===== src/ifla_ram.sv =====
// Generic single-port-write, single-port-read RAM with registered read data.
// No dependencies.
module ifla_ram #(
  parameter int WIDTH = 8,
  parameter int DEPTH = 16
) (
  input  logic                     clk,
  input  logic                     we,
  input  logic [$clog2(DEPTH)-1:0] waddr,
  input  logic [WIDTH-1:0]         wdata,
  input  logic [$clog2(DEPTH)-1:0] raddr,
  output logic [WIDTH-1:0]         rdata
);

  logic [WIDTH-1:0] mem [DEPTH];

  always_ff @(posedge clk) begin
    if (we) begin
      mem[waddr] <= wdata;
    end
    rdata <= mem[raddr];
  end

endmodule


===== config.mk =====
export PLATFORM = sky130hd
export DESIGN_NAME = ifla_ram
export DESIGN_NICKNAME = d
export VERILOG_FILES = /design/src/ifla_ram.sv
export SDC_FILE = /design/constraint.sdc
export NUM_CORES = 1
export LEC_CHECK = 0
export BUFFER_PORTS_ARGS = -buffer_cell sky130_fd_sc_hd__buf_2
export CORE_MARGIN = 2
export CORE_UTILIZATION = 38
export CTS_BUF_LIST = sky130_fd_sc_hd__clkbuf_8 sky130_fd_sc_hd__clkbuf_16
export DETAILED_ROUTE_END_ITERATION = 10
export HOLD_SLACK_MARGIN = 0.12
export SYNTH_ARGS = -nofsm -noshare
export SYNTH_HDL_FRONTEND = slang
export SYNTH_SLANG_ARGS = --single-unit

===== constraint.sdc =====
create_clock -name clk -period 4.6 [get_ports clk]
set_input_delay 0.46 -clock clk [delete_from_list [all_inputs] [get_ports clk]]
set_output_delay 0.46 -clock clk [all_outputs]
set_load 0.01 [all_outputs]

==> flow_metrics.py <==
metrics = {
    "worst_setup_path": {
        "startpoint": "raddr[0]",
        "cp_top_family": "buffers and inverters",
        "endpoint_kind": "flip-flop",
        "crit_end": "rdata[3]",
        "reg2reg_slack_ns": 3.22,
        "worstPathRequired_ns": 4.89,
        "path_cells": "buf_2, buf_4, mux4_1, a22oi_1, nand2_1",
        "worstSetupPathType": "in -> reg",
        "critPathLaunchType": "primary input",
        "max_stage_delay_ns": 0.60,
        "worst-path-max-fanout": 19,
        "cp_num_cells": 5,
        "reg2reg_from": "mem[1][0]",
        "critPathSlowestCell": "mux4_1",
        "r2r-end": "rdata[0]",
        "rr_worst_depth": 3,
        "arrival_ns": 2.25,
        "critPathBufInv": 2,
    },
    "logic_synthesis": {
        "ys_seq_elements": 136,
        "ys_seq_area_share_pct": 77.8,
        "synth_nets": 247,
        "synthesis.area_mm2": 0.00515,
        "yosysUniqueCellTypes": 19,
        "syn_inst": 229,
        "ys_warn_count": 0,
        "syn_area_per_cell_um2": 22.5,
    },
    "finish": {
        "area_growth_pct": 17.0,
        "final_nets": 284,
        "design_area_mm2": 0.00602,
        "layout_commonest_cell": "edfxtp_1",
        "drive_above_1_share_pct": 27.6,
        "final_cell_mix": "edfxtp_1, buf_2, mux4_2",
        "diodes": 0,
    },
    "timing": {
        "tns_ns": 0,
        "relSlewSlack_pct": 32.5,
        "min_period_ns": 1.96,
        "slew_violations": 0,
        "finalSetupViolations": 0,
        "tightestPinTransition_ns": 1.01,
        "fmax_ghz": 0.511,
        "finalCritPeriodShare_pct": 42.6,
        "hold_viol_final": 0,
        "worst_clock_skew_ns": 0.00505,
        "rsz0062_at_grt": "no",
    },
    "global_routing": {
        "grt-ovfl-total": 0,
        "grt_pass1_wl_mm": 14.6,
        "grt_pass1_vias": 2393,
        "grt.total_usage_pct": 14.5,
        "grt_antenna_before_repair": 0,
        "grt_max_degree": 33,
    },
    "die": {
        "dieArea_mm2": 0.0145,
        "core_mm2": 0.0132,
        "die_w_um": 120,
        "start_util_pct": 38.9,
        "rows": 42,
        "die_h_um": 120,
        "io_pins": 26,
    },
    "power_and_ir_drop": {
        "fin_total_pwr_mw": 2.85,
        "ir_worst_vdd_v": 0.000217,
        "p_sw_share_pct": 20.1,
        "power_density_mw_per_mm2": 473,
        "p_seq_share_pct": 48.8,
        "combPwrFrac_pct": 4.3,
        "p_leak_nw": 2.00,
        "power.switching_mw": 0.574,
        "internal_power_mw": 2.28,
        "clock_power_share_pct": 46.8,
    },
    "clock_tree": {
        "root_buffer": "clkbuf_16",
        "hold_buffers": 0,
        "clock_latency_ns": 0.41,
        "clk_pin_slew_worst_paths_ns": 0.06,
        "clk_path_buf_depth": 2,
        "cts.sinks": 136,
        "cts_buffers": 17,
        "cts_tree": "built",
        "cts_setup_buffers": 0,
        "cts_resized": 0,
        "cts.htree.levels": 4,
    },
    "drt": {
        "first_iter_violations": 208,
        "vias": 2339,
        "antenna_left": 0,
        "wl_per_cell_um": 21.2,
        "drc": 0,
        "wirelength_mm": 9.64,
        "vias_per_cell": 5.14,
        "first_pass_iters": 4,
    },
    "job": {
        "cap_violations": 0,
    },
    "placement": {
        "port_buffers": 25,
        "postPlaceCellArea_mm2": 0.00543,
        "dp_hpwl_mm": 5.81,
        "gp_congestion": 0.689,
    },
    "min_path": {
        "hold_class": "in -> reg",
    },
    "outcome": {
        "status": "finished, final reports clean",
    },
}
## logic make-up after synthesis
logic type | count (synthesis) | synth area share [%]
AOI/OAI and AO/OA | 16 | 2.33
buffers and inverters | 10 | 1.68
DFF | 136 | 77.8
muxes | 32 | 15.0
and+or+nand+nor | 35 | 3.18
## state kept, by name, indices dropped and copies added, names as in the netlist
register,count
mem,128
rdata,8
## power by group through the flow
stage               clock network (mW)  registers [mW]  logic [mW]
floorplan                            0            1.42      0.0703
global placement                     0            1.42       0.124
detailed placement                   0            1.42       0.126
CTS                               1.35            1.39       0.126
global route                      1.41            1.39       0.134
finish                            1.34            1.39       0.124
## worst register-to-register path: stages (launching register included)
cell,delay (ns)
edfxtp_1,0.35
mux4_1,0.52
a22oi_1,0.30
nand2_1,0.09
## synth_stat cells, drive strengths merged
library cell | count | area [um2]
mux4 | 32 | 773
nor2b | 1 | 6.26
nand3 | 1 | 5.00
a22oi | 16 | 120
nand2b | 2 | 12.5
nor3 | 4 | 20.0
and2b | 1 | 7.51
and2 | 1 | 6.26
buf | 7 | 56.3
nand3b | 2 | 15.0
nand2 | 9 | 33.8
or3b | 1 | 8.76
edfxtp | 128 | 3840
clkdlybuf4s25 | 3 | 30.0
nor2 | 13 | 48.8
dfxtp | 8 | 160
## metrics by stage
step	util [%]	std cells	hold slack (ns)	setup WS (ns)
after floorplan	-	229	0.559	2.65
after global placement	41.0	422	0.652	2.10
after detailed placement	41.0	422	0.657	2.12
after CTS	45.4	454	0.427	2.55
after global routing	45.5	455	0.435	2.49
final	45.5	455	0.440	2.64
## layout make-up
type,count,area (um2)
clock buffers,17,425
clock inverters,15,161
fillers,1132,7220
multi-input cells,83,1070
flip-flops and latches,136,4000
well taps,176,220
repair buffers,28,145
## worst min path at each step
| stage | slack [ns] | endpoint | startpoint | cells after the start |
|---|---|---|---|---|
| final | 0.44 | mem[1][0] | wdata[0] | 1 |
| after global routing | 0.44 | mem[7][3] | wdata[3] | 1 |
| after CTS | 0.43 | mem[2][6] | wdata[6] | 1 |
| after floorplan | 0.56 | mem[0][0] | wdata[0] | 0 |
| after global placement | 0.65 | rdata[3] | mem[8][3] | 3 |
| after detailed placement | 0.66 | rdata[5] | mem[12][5] | 3 |
## per-layer routing
layer | GRT usage, % | vias to the layer above | share of wire [%]
met3 | 3.44 | 15 | 4.7
met4 | 7.19 | 0 | 1.8
li1 | - | 1052 | -
met2 | 21.9 | 63 | 48
met5 | 0 | - | 0
met1 | 19.8 | 1209 | 46
(Power assumes the default switching activity.)
